### src/hw/rtl/aise_pkg.sv
// Shared types, form selectors and fixed encoding patterns for the instruction encoder.
package aise_pkg;

    localparam logic [3:0] FUNC_MUL       = 4'd0;
    localparam logic [3:0] FUNC_DP_REG    = 4'd1;
    localparam logic [3:0] FUNC_DP_IMM    = 4'd2;
    localparam logic [3:0] FUNC_WIDE_MOVE = 4'd3;
    localparam logic [3:0] FUNC_LDR_LIT   = 4'd4;
    localparam logic [3:0] FUNC_REG_OFF   = 4'd5;
    localparam logic [3:0] FUNC_PRE_POST  = 4'd6;
    localparam logic [3:0] FUNC_UNS_OFF   = 4'd7;
    localparam logic [3:0] FUNC_B         = 4'd8;
    localparam logic [3:0] FUNC_BR        = 4'd9;
    localparam logic [3:0] FUNC_B_COND    = 4'd10;
    localparam logic [3:0] FUNC_NOP       = 4'd11;
    localparam logic [3:0] FUNC_WORD      = 4'd12;

    localparam logic [3:0] OPC_MSUB       = 4'd1;
    localparam logic [3:0] OPC_MOVN       = 4'd0;
    localparam logic [3:0] OPC_COND_NE    = 4'd1;
    localparam logic [3:0] COND_OFFSET    = 4'd8;

    localparam logic [31:0] ENC_MUL   = 32'h1B00_0000;
    localparam logic [31:0] ENC_DPR   = 32'h0A00_0000;
    localparam logic [31:0] ENC_DPI   = 32'h1100_0000;
    localparam logic [31:0] ENC_WIDE  = 32'h1280_0000;
    localparam logic [31:0] ENC_LIT   = 32'h1800_0000;
    localparam logic [31:0] ENC_SDT   = 32'hB800_0000;
    localparam logic [31:0] ENC_B     = 32'h1400_0000;
    localparam logic [31:0] ENC_BR    = 32'hD61F_0000;
    localparam logic [31:0] ENC_BCOND = 32'h5400_0000;
    localparam logic [31:0] ENC_NOP   = 32'hD503_201F;

    localparam logic [5:0] REG_OFF_OPTION = 6'b011010;
    localparam logic       ARITH_OPR_TOP  = 1'b1;

    typedef struct packed {
        logic [3:0]         func;
        logic               is_64;
        logic [3:0]         opcode;
        logic [4:0]         dest_reg;
        logic [4:0]         first_reg;
        logic [4:0]         second_reg;
        logic [4:0]         addend_reg;
        logic [1:0]         shift_kind;
        logic [5:0]         shift_amount;
        logic signed [31:0] immediate;
        logic               is_load;
        logic               pre_idx;
    } instr_t;

endpackage

### src/hw/rtl/aise_encode.sv
// Combinational field packing of one decoded instruction into its machine word.
module aise_encode
    import aise_pkg::*;
(
    input  instr_t      instr,
    output logic [31:0] word
);

    logic [27:0] br_adj;
    logic [3:0]  cond_code;
    logic [1:0]  move_opc;

    // branch offsets: divide by four, rounding toward zero
    assign br_adj    = instr.immediate[27:0] + {26'b0, instr.immediate[31], instr.immediate[31]};
    assign cond_code = (instr.opcode > OPC_COND_NE) ? instr.opcode + COND_OFFSET : instr.opcode;
    assign move_opc  = (instr.opcode == OPC_MOVN) ? 2'b00 : instr.opcode[1:0] + 2'd1;

    always_comb begin
        word = '0;
        case (instr.func)
            FUNC_MUL: begin
                word        = ENC_MUL;
                word[31]    = instr.is_64;
                word[20:16] = instr.second_reg;
                word[15]    = (instr.opcode == OPC_MSUB);
                word[14:10] = instr.addend_reg;
                word[9:5]   = instr.first_reg;
                word[4:0]   = instr.dest_reg;
            end
            FUNC_DP_REG: begin
                word = ENC_DPR;
                if (!instr.opcode[3]) begin
                    word[30:29] = instr.opcode[2:1];
                    word[24:21] = {1'b0, instr.shift_kind, instr.opcode[0]};
                end else begin
                    word[30:29] = instr.opcode[1:0];
                    word[24:21] = {ARITH_OPR_TOP, instr.shift_kind, 1'b0};
                end
                word[31]    = instr.is_64;
                word[20:16] = instr.second_reg;
                word[15:10] = instr.shift_amount;
                word[9:5]   = instr.first_reg;
                word[4:0]   = instr.dest_reg;
            end
            FUNC_DP_IMM: begin
                word        = ENC_DPI;
                word[31]    = instr.is_64;
                word[30:29] = instr.opcode[1:0];
                word[22]    = (instr.shift_amount != 6'd0);
                word[21:10] = instr.immediate[11:0];
                word[9:5]   = instr.first_reg;
                word[4:0]   = instr.dest_reg;
            end
            FUNC_WIDE_MOVE: begin
                word        = ENC_WIDE;
                word[31]    = instr.is_64;
                word[30:29] = move_opc;
                word[22:21] = instr.shift_amount[5:4];
                word[20:5]  = instr.immediate[15:0];
                word[4:0]   = instr.dest_reg;
            end
            FUNC_LDR_LIT: begin
                word       = ENC_LIT;
                word[30]   = instr.is_64;
                word[23:5] = instr.immediate[18:0];
                word[4:0]  = instr.dest_reg;
            end
            FUNC_REG_OFF, FUNC_PRE_POST, FUNC_UNS_OFF: begin
                word     = ENC_SDT;
                word[30] = instr.is_64;
                word[24] = (instr.func == FUNC_UNS_OFF);
                word[22] = instr.is_load;
                if (instr.func == FUNC_REG_OFF) begin
                    word[21]    = 1'b1;
                    word[20:16] = instr.second_reg;
                    word[15:10] = REG_OFF_OPTION;
                end else if (instr.func == FUNC_PRE_POST) begin
                    word[21]    = 1'b0;
                    word[20:12] = instr.immediate[8:0];
                    word[11]    = instr.pre_idx;
                    word[10]    = 1'b1;
                end else begin
                    word[21:10] = instr.immediate[11:0];
                end
                word[9:5] = instr.first_reg;
                word[4:0] = instr.dest_reg;
            end
            FUNC_B: begin
                word       = ENC_B;
                word[25:0] = br_adj[27:2];
            end
            FUNC_BR: begin
                word      = ENC_BR;
                word[9:5] = instr.first_reg;
            end
            FUNC_B_COND: begin
                word       = ENC_BCOND;
                word[23:5] = br_adj[20:2];
                word[3:0]  = cond_code;
            end
            FUNC_NOP: begin
                word = ENC_NOP;
            end
            FUNC_WORD: begin
                word = instr.immediate;
            end
            default: begin
                word = '0;
            end
        endcase
    end

endmodule

### src/hw/rtl/arm64_subset_instruction_encoder_core.sv
// Top level: input register, instruction encoder and output register.
// One instruction is accepted per cycle while s_ready is high. Its machine word passes through
// both registers: the first register holds the decoded fields, the field-packing logic sits
// between the two registers, and the second register drives the result port. s_ready stays
// high unless both registers are full and m_ready is low, so full throughput holds as long
// as the result side takes one word per cycle.
module arm64_subset_instruction_encoder_core
    import aise_pkg::*;
(
    input  logic               aclk,
    input  logic               aresetn,
    input  logic               s_valid,
    output logic               s_ready,
    input  logic [3:0]         s_func,
    input  logic               s_is_64,
    input  logic [3:0]         s_opcode,
    input  logic [4:0]         s_dest_reg,
    input  logic [4:0]         s_first_reg,
    input  logic [4:0]         s_second_reg,
    input  logic [4:0]         s_addend_reg,
    input  logic [1:0]         s_shift_kind,
    input  logic [5:0]         s_shift_amount,
    input  logic signed [31:0] s_immediate,
    input  logic               s_is_load,
    input  logic               s_pre_idx,
    output logic               m_valid,
    input  logic               m_ready,
    output logic [31:0]        m_machine_word
);

    instr_t      instr_reg;
    logic        in_valid_reg;
    logic        in_valid_next;
    logic [31:0] word_reg;
    logic        out_valid_reg;
    logic        out_valid_next;
    logic [31:0] enc_word;
    logic        out_ready;
    logic        in_take;

    assign out_ready = !out_valid_reg || m_ready;
    assign s_ready   = !in_valid_reg || out_ready;
    assign in_take   = s_valid && s_ready;

    assign in_valid_next  = in_take || (in_valid_reg && !out_ready);
    assign out_valid_next = (in_valid_reg && out_ready) || (out_valid_reg && !m_ready);

    always_ff @(posedge aclk) begin
        if (!aresetn) begin
            in_valid_reg  <= 1'b0;
            out_valid_reg <= 1'b0;
        end else begin
            in_valid_reg  <= in_valid_next;
            out_valid_reg <= out_valid_next;
        end
    end

    always_ff @(posedge aclk) begin
        if (in_take) begin
            instr_reg.func         <= s_func;
            instr_reg.is_64        <= s_is_64;
            instr_reg.opcode       <= s_opcode;
            instr_reg.dest_reg     <= s_dest_reg;
            instr_reg.first_reg    <= s_first_reg;
            instr_reg.second_reg   <= s_second_reg;
            instr_reg.addend_reg   <= s_addend_reg;
            instr_reg.shift_kind   <= s_shift_kind;
            instr_reg.shift_amount <= s_shift_amount;
            instr_reg.immediate    <= s_immediate;
            instr_reg.is_load      <= s_is_load;
            instr_reg.pre_idx      <= s_pre_idx;
        end
        if (in_valid_reg && out_ready) begin
            word_reg <= enc_word;
        end
    end

    aise_encode u_encode (
        .instr (instr_reg),
        .word  (enc_word)
    );

    assign m_valid        = out_valid_reg;
    assign m_machine_word = word_reg;

endmodule

### config.mk
export PLATFORM = sky130hd
export DESIGN_NAME = arm64_subset_instruction_encoder_core
export DESIGN_NICKNAME = d
export VERILOG_FILES = /design/src/hw/rtl/aise_pkg.sv /design/src/hw/rtl/aise_encode.sv /design/src/hw/rtl/arm64_subset_instruction_encoder_core.sv
export SDC_FILE = /design/constraint.sdc
export NUM_CORES = 1
export LEC_CHECK = 0
export BUFFER_PORTS_ARGS = -buffer_cell sky130_fd_sc_hd__buf_4
export CAP_MARGIN = 20
export CORE_ASPECT_RATIO = 1.75
export CORE_MARGIN = 3
export CORE_UTILIZATION = 30
export DETAILED_ROUTE_END_ITERATION = 8
export SLEW_MARGIN = 10
export SYNTH_ARGS = -nofsm -noshare
export SYNTH_HDL_FRONTEND = slang
export SYNTH_HIERARCHICAL = 1
export SYNTH_SLANG_ARGS = --single-unit
### constraint.sdc
create_clock -name aclk -period 6.97 [get_ports aclk]
set_clock_uncertainty 0.2 [all_clocks]
set_input_delay 1.7425 -clock aclk [delete_from_list [all_inputs] [get_ports aclk]]
set_output_delay 1.7425 -clock aclk [all_outputs]
set_load 0.01 [all_outputs]
# Word level (Yosys, flattened, before mapping)
# Index checks and enable logic that the tools add are counted.
dict set report op_classes {
  n_addsub 3
  order_cmp 1
  eq_ne 13
  mux 7
  n_reduce_logical 16
}
# op count
set op_table {}
lappend op_table {{$pmux 32 s11} 1}
lappend op_table {{$add 28x2->28} 1}
lappend op_table {{$mux 12} 2}
lappend op_table {{$eq 4x4->1 const B} 5}
lappend op_table {{$eq 4x3->1 const B} 4}
lappend op_table {{$eq 4x1->1 const B} 2}
lappend op_table {{$eq 4x2->1 const B} 2}
lappend op_table {{$logic_not 4->1} 2}
lappend op_table {{$mux 4} 2}
lappend op_table {{$reduce_bool 6->1} 1}
lappend op_table {{$add 4x4->4 const B} 1}
lappend op_table {{$gt 4x1->1 const B} 1}
lappend op_table {{$logic_and 1x1->1} 4}
lappend op_table {{$logic_not 1->1} 4}
lappend op_table {{$logic_or 1x1->1} 4}
lappend op_table {{$mux 2} 2}
lappend op_table {{$reduce_or 3->1} 1}
lappend op_table {{$add 2x1->2 const B} 1}
dict set report word_totals {
  reg_bits 105
}

# Longest topological paths before layout
dict set report depth {
  ltp_word 5
  depth_mapped 8
  mapped_depth_nobuf 7
}

# By module
# The synthesis kept the hierarchy.
# module instances cells_each area_per_inst_um2 seq_area_each_um2
set modules_own_cells {}
lappend modules_own_cells {arm64_subset_instruction_encoder_core 1 112 3196.8 3133.0}
lappend modules_own_cells {aise_encode 1 357 2317.2 0.0}

# Worst setup path after synthesis
# Ideal clock, no wire load.
dict set report synth_timing {
  path_kind {in2reg}
  from {input port m_ready}
  to {register instr_reg[0] in the netlist's numbering, enable pin}
  setup_ns 0.524
  arrival_ns 5.245
  required_time_ns 6.246
  setup_slack_ns 1.001
  stages 2
  cell_sequence {nor2b_4 a21oi_1}
}
dict set report synth_via {
  elab_chain_cells 3
}
# item line_no
set synth_rtl {}
lappend synth_rtl {{start, declared} arm64_subset_instruction_encoder_core.sv:27} ;# input logic m_ready,
lappend synth_rtl {{$logic_or 1x1->1} arm64_subset_instruction_encoder_core.sv:41} ;# assign out_ready = !out_valid_reg || m_ready;
lappend synth_rtl {{$logic_or 1x1->1} arm64_subset_instruction_encoder_core.sv:42} ;# assign s_ready = !in_valid_reg || out_ready;
lappend synth_rtl {{$logic_and 1x1->1} arm64_subset_instruction_encoder_core.sv:43} ;# assign in_take = s_valid && s_ready;
lappend synth_rtl {{via in_take} arm64_subset_instruction_encoder_core.sv:39} ;# logic in_take;
lappend synth_rtl {{end, declared} arm64_subset_instruction_encoder_core.sv:31} ;# instr_t instr_reg;
# The timed path passes the listed nets, and every way through them passes these cells.
# A chain may end at the register's enable or synchronous reset.

# Worst setup path after layout
dict set report layout_timing {
  from {input port m_ready}
  to {output port s_ready}
}
dict set report layout_via {
  elab_chain_cells 2
}
# item line_no
set layout_rtl {}
lappend layout_rtl {{$logic_or 1x1->1} arm64_subset_instruction_encoder_core.sv:41}
lappend layout_rtl {{$logic_or 1x1->1} arm64_subset_instruction_encoder_core.sv:42}
lappend layout_rtl {{end, declared} arm64_subset_instruction_encoder_core.sv:13} ;# output logic s_ready,
# No other way between the ends.

==> tab_implementation.tex <==
\begin{tabular}{lr}
\hline
Metric & Value \\
\hline
\multicolumn{2}{l}{\textbf{Critical path}} \\
\quad CP Launch Type & primary input \\
\quad Startpoint of the worst-slack reg-to-reg timing path & instr\_reg[3]\$\_DFFE\_PP\_ \\
\quad Category of the critical setup timing path & in2out \\
\quad CP Data Required Time & roughly 5.0 ns \\
\quad Largest fanout on the critical path & 2 \\
\quad CP endpoint kind & output pin \\
\quad Worst endpoint data arrival time & roughly 2.2 ns \\
\quad Critical path startpoint & m\_ready \\
\multicolumn{2}{l}{\textbf{Logic synthesis}} \\
\quad Total number of yosys warnings & 6 \\
\quad Fraction of the yosys area taken by sequential cells & 0.568 \\
\quad Average cell area after synthesis & roughly 12 um\^{}2 \\
\quad Number of library cell types mapped by synthesis & $\sim$70 \\
\quad Mapped Nets & between 500 and 600 \\
\quad Primary flip-flop cell chosen by synthesis mapping & sky130\_fd\_sc\_hd\_\_edfxtp\_1 \\
\quad Mapped Area & between 5000 and 6000 um\^{}2 \\
\quad \#FFs+latches synth & $\sim$110 \\
\quad Count of flip-flops with a built-in enable after synthesis & about 100 \\
\quad Gate count after technology mapping & 469 \\
\quad Async set or reset register ratio after synthesis & 0 \\
\multicolumn{2}{l}{\textbf{Timing}} \\
\quad Highest clock rate & roughly 0.24 GHz \\
\quad Final slew viol count & 0 \\
\quad Tightest hold margin & between 0.3 and 0.4 ns \\
\quad Post-route clock period utilization & 0.588 \\
\quad Final Hold Vio Count & 0 \\
\quad Worst-Margin Slew & a little over 1 ns \\
\quad Worst max-slew margin expressed relative to the limit & 0.329 \\
\quad Setup repair after global routing missed its margin & false \\
\quad Sum of negative setup slack & 0 ns \\
\quad Time the worst path needs with I/O delays and setup & 4.10 ns \\
\quad Total of endpoints with negative setup slack in the final report & 0 \\
\multicolumn{2}{l}{\textbf{Drt}} \\
\quad 1st-pass router iterations & 5 \\
\quad Iter 0 DRT Violations & 320 \\
\quad Number of routed nets with antenna violations & 0 \\
\quad Overall via count from detail\_route & 4331 \\
\quad Total wirelength of the detailed-routed design & around 17000 um \\
\quad Drc violations & 0 \\
\quad Detailed-route wire length per cell & around 21 um \\
\quad Vias per cell & between 5 and 6 \\
\multicolumn{2}{l}{\textbf{Clock tree}} \\
\quad Htree depth & 3 \\
\quad Number of setup buffers added after CTS & 0 \\
\quad Buffers from clock root to sink, at most & 2 \\
\quad Reg clk slew, reported paths & roughly 0.060 ns \\
\quad Clock buffers created by TritonCTS & 9 \\
\quad Root cell of the clock tree & sky130\_fd\_sc\_hd\_\_clkbuf\_16 \\
\quad \# resized after CTS & 0 \\
\quad Clock latency on the worst-skew pair & 0.35 ns \\
\quad Clock net sink count & between 100 and 150 \\
\quad Hold\_buf cts & 0 \\
\quad Clock tree from TritonCTS & done \\
\multicolumn{2}{l}{\textbf{Power and ir drop}} \\
\quad Power per cell area & 222 nW/um\^{}2 \\
\quad Leakage dissipation & 0.00243 uW \\
\quad Maximum resistive drop on vdd & between 0.1 and 0.15 mV \\
\multicolumn{2}{l}{\textbf{GRT}} \\
\quad Total Routing Usage GR & 0.170 \\
\quad Remaining global-route overflow & 0 \\
\quad Number of antenna violations at the first check in global routing & 0 \\
\quad Vias in the first global route & about 4.3k \\
\quad Wire length of the first global-routing pass & 25400 um \\
\quad Largest net degree at the start of global routing & 72 \\
\multicolumn{2}{l}{\textbf{Status}} \\
\quad Run status & finished, final reports clean \\
\multicolumn{2}{l}{\textbf{Worst hold path}} \\
\quad Hold WC Path Type & reg2reg \\
\quad HP Start & m\_valid\$\_SDFF\_PN0\_ \\
\multicolumn{2}{l}{\textbf{Layout}} \\
\quad Count of antenna diodes in the layout & 0 \\
\quad Filler cells & approximately 1.8k \\
\quad Fin cells & between 700 and 800 \\
\quad Nets & $\sim$640 \\
\quad Flip-flop count of the largest register, all copies and words added & 71 \\
\quad Fraction of final layout cells with drive strength greater than 1 & 0.267 \\
\quad Area growth syn-to-layout & 23.1\% \\
\multicolumn{2}{l}{\textbf{Place}} \\
\quad Placer congestion estimate & 0.938 \\
\quad DPL Wire Length & about 12000 um \\
\quad Port-buffer cells & 108 \\
\quad Placed Cells & 783 \\
\multicolumn{2}{l}{\textbf{Floorplan}} \\
\quad Cell row count & 65 \\
\quad Number of I/O pins & 109 \\
\quad Initial Util & 0.305 \\
\quad Die outline width & 108 um \\
\quad Area of the die & roughly 20000 um\^{}2 \\
\quad Core ar. & 18100 um\^{}2 \\
\quad Die extent in y & approximately 190 um \\
\multicolumn{2}{l}{\textbf{Job}} \\
\quad Number of max-cap violations & 0 \\
\hline
\end{tabular}
==> cells in the final DEF (no fill, tap or decap), drive strengths merged, types with 3 or more instances in the layout <==
| cell | netlist | final |
|---|---|---|
| a22oi | 6 | 6 |
| a221oi | 5 | 5 |
| mux2 | 4 | 4 |
| o221ai | 16 | 16 |
| a211oi | 8 | 8 |
| inv | 14 | 14 |
| xnor2 | 19 | 19 |
| nand3b | 3 | 3 |
| a21oi | 28 | 28 |
| nor2b | 11 | 11 |
| a221o | 3 | 3 |
| mux2i | 7 | 7 |
| nand2 | 33 | 33 |
| o22ai | 4 | 4 |
| clkbuf | 28 | 10 |
| a222oi | 4 | 4 |
| a31oi | 5 | 5 |
| nor4 | 10 | 10 |
| buf | 8 | 117 |
| nor2 | 16 | 16 |
| xor2 | 6 | 6 |
| a21o | 3 | 3 |
| nor3 | 14 | 14 |
| nand2b | 3 | 3 |
| edfxtp | 103 | 103 |
| o21ai | 26 | 26 |
| o211ai | 5 | 5 |
| ha | 4 | 4 |
| clkinv | 0 | 4 |
| and3 | 4 | 4 |
| nand3 | 22 | 22 |
| nand4 | 8 | 8 |
==> cells in the mapped netlist, types with 5 or more instances <==
library cell	count	area [um^2]
sky130_fd_sc_hd__o221ai_1	15	131
sky130_fd_sc_hd__a211oi_1	8	60.1
sky130_fd_sc_hd__edfxtp_1	103	3090
sky130_fd_sc_hd__inv_1	14	52.6
sky130_fd_sc_hd__a22oi_1	6	45.0
sky130_fd_sc_hd__nand3_1	22	110
sky130_fd_sc_hd__a221oi_1	5	43.8
sky130_fd_sc_hd__nor3_1	14	70.1
sky130_fd_sc_hd__xnor2_1	19	166
sky130_fd_sc_hd__xor2_1	6	52.6
sky130_fd_sc_hd__buf_1	5	18.8
sky130_fd_sc_hd__a21oi_1	28	140
sky130_fd_sc_hd__o211ai_1	5	37.5
sky130_fd_sc_hd__clkbuf_1	24	90.1
sky130_fd_sc_hd__nor4_1	8	50.1
sky130_fd_sc_hd__nor2_1	16	60.1
sky130_fd_sc_hd__nand2_1	32	120
sky130_fd_sc_hd__mux2i_1	7	70.1
sky130_fd_sc_hd__nor2b_1	10	62.6
sky130_fd_sc_hd__nand4_1	8	50.1
sky130_fd_sc_hd__o21ai_0	24	120
==> layer usage <==
layer	wire length, um	part of all wire	vias up	track usage
met1	6500	0.38	2104	0.203
met5	0	0	-	0
met3	763	0.045	22	0.0234
met2	9230	0.55	184	0.304
met4	391	0.023	0	0.0688
li1	-	-	2021	-
==> worst max-delay path, stage by stage <==
cell and delay [ns]:
sky130_fd_sc_hd__buf_4 0.12, sky130_fd_sc_hd__nand3b_4 0.15, sky130_fd_sc_hd__buf_4 0.15
==> final timing paths <==
check | slack [ns] | cells past startpoint | to
max | 2.87 | 3 | s_ready
min | 0.33 | 2 | in_valid_reg$_SDFF_PN0_
max reg2reg | 3.89 | 6 | m_machine_word[25]$_DFFE_PP_
min reg2reg | 0.33 | 2 | in_valid_reg$_SDFF_PN0_
==> through the flow <==
stage	power [uW]	utilization	cell area, um^2	setup slack [ns]
floorplan	893	-	5510	1.00
global placement	983	0.359	6480	2.87
detailed placement	987	0.359	6480	2.86
CTS	1530	0.376	6790	2.86
global route	1570	0.376	6790	2.86
finish	1510	0.376	6790	2.87
==> power by group <==
group	internal [uW]	switching, uW
registers	740	33.9
logic	90.2	110
clock network	313	222
total	1140	365
==> cell type report <==
class	instances	area [um^2]	share of cell area
Clock buffer	10	229	0.0337
Inverter	14	52.6	0.00774
Clock inverter	6	82.6	0.0122
Timing Repair Buffer	117	878	0.129
Multi-Input combinational cell	313	2120	0.312
Sequential cell	105	3130	0.462
Tap cell	234	293	0.0431
==> cells by family after synthesis <==
family,share of synthesized area
compound gates,0.170
xor+xnor,0.0397
fa+ha+maj,0.0109
buf+inv,0.0499
flops,0.568
mux,0.0209
simple gates,0.140
Power figures use the tool's default switching activity.
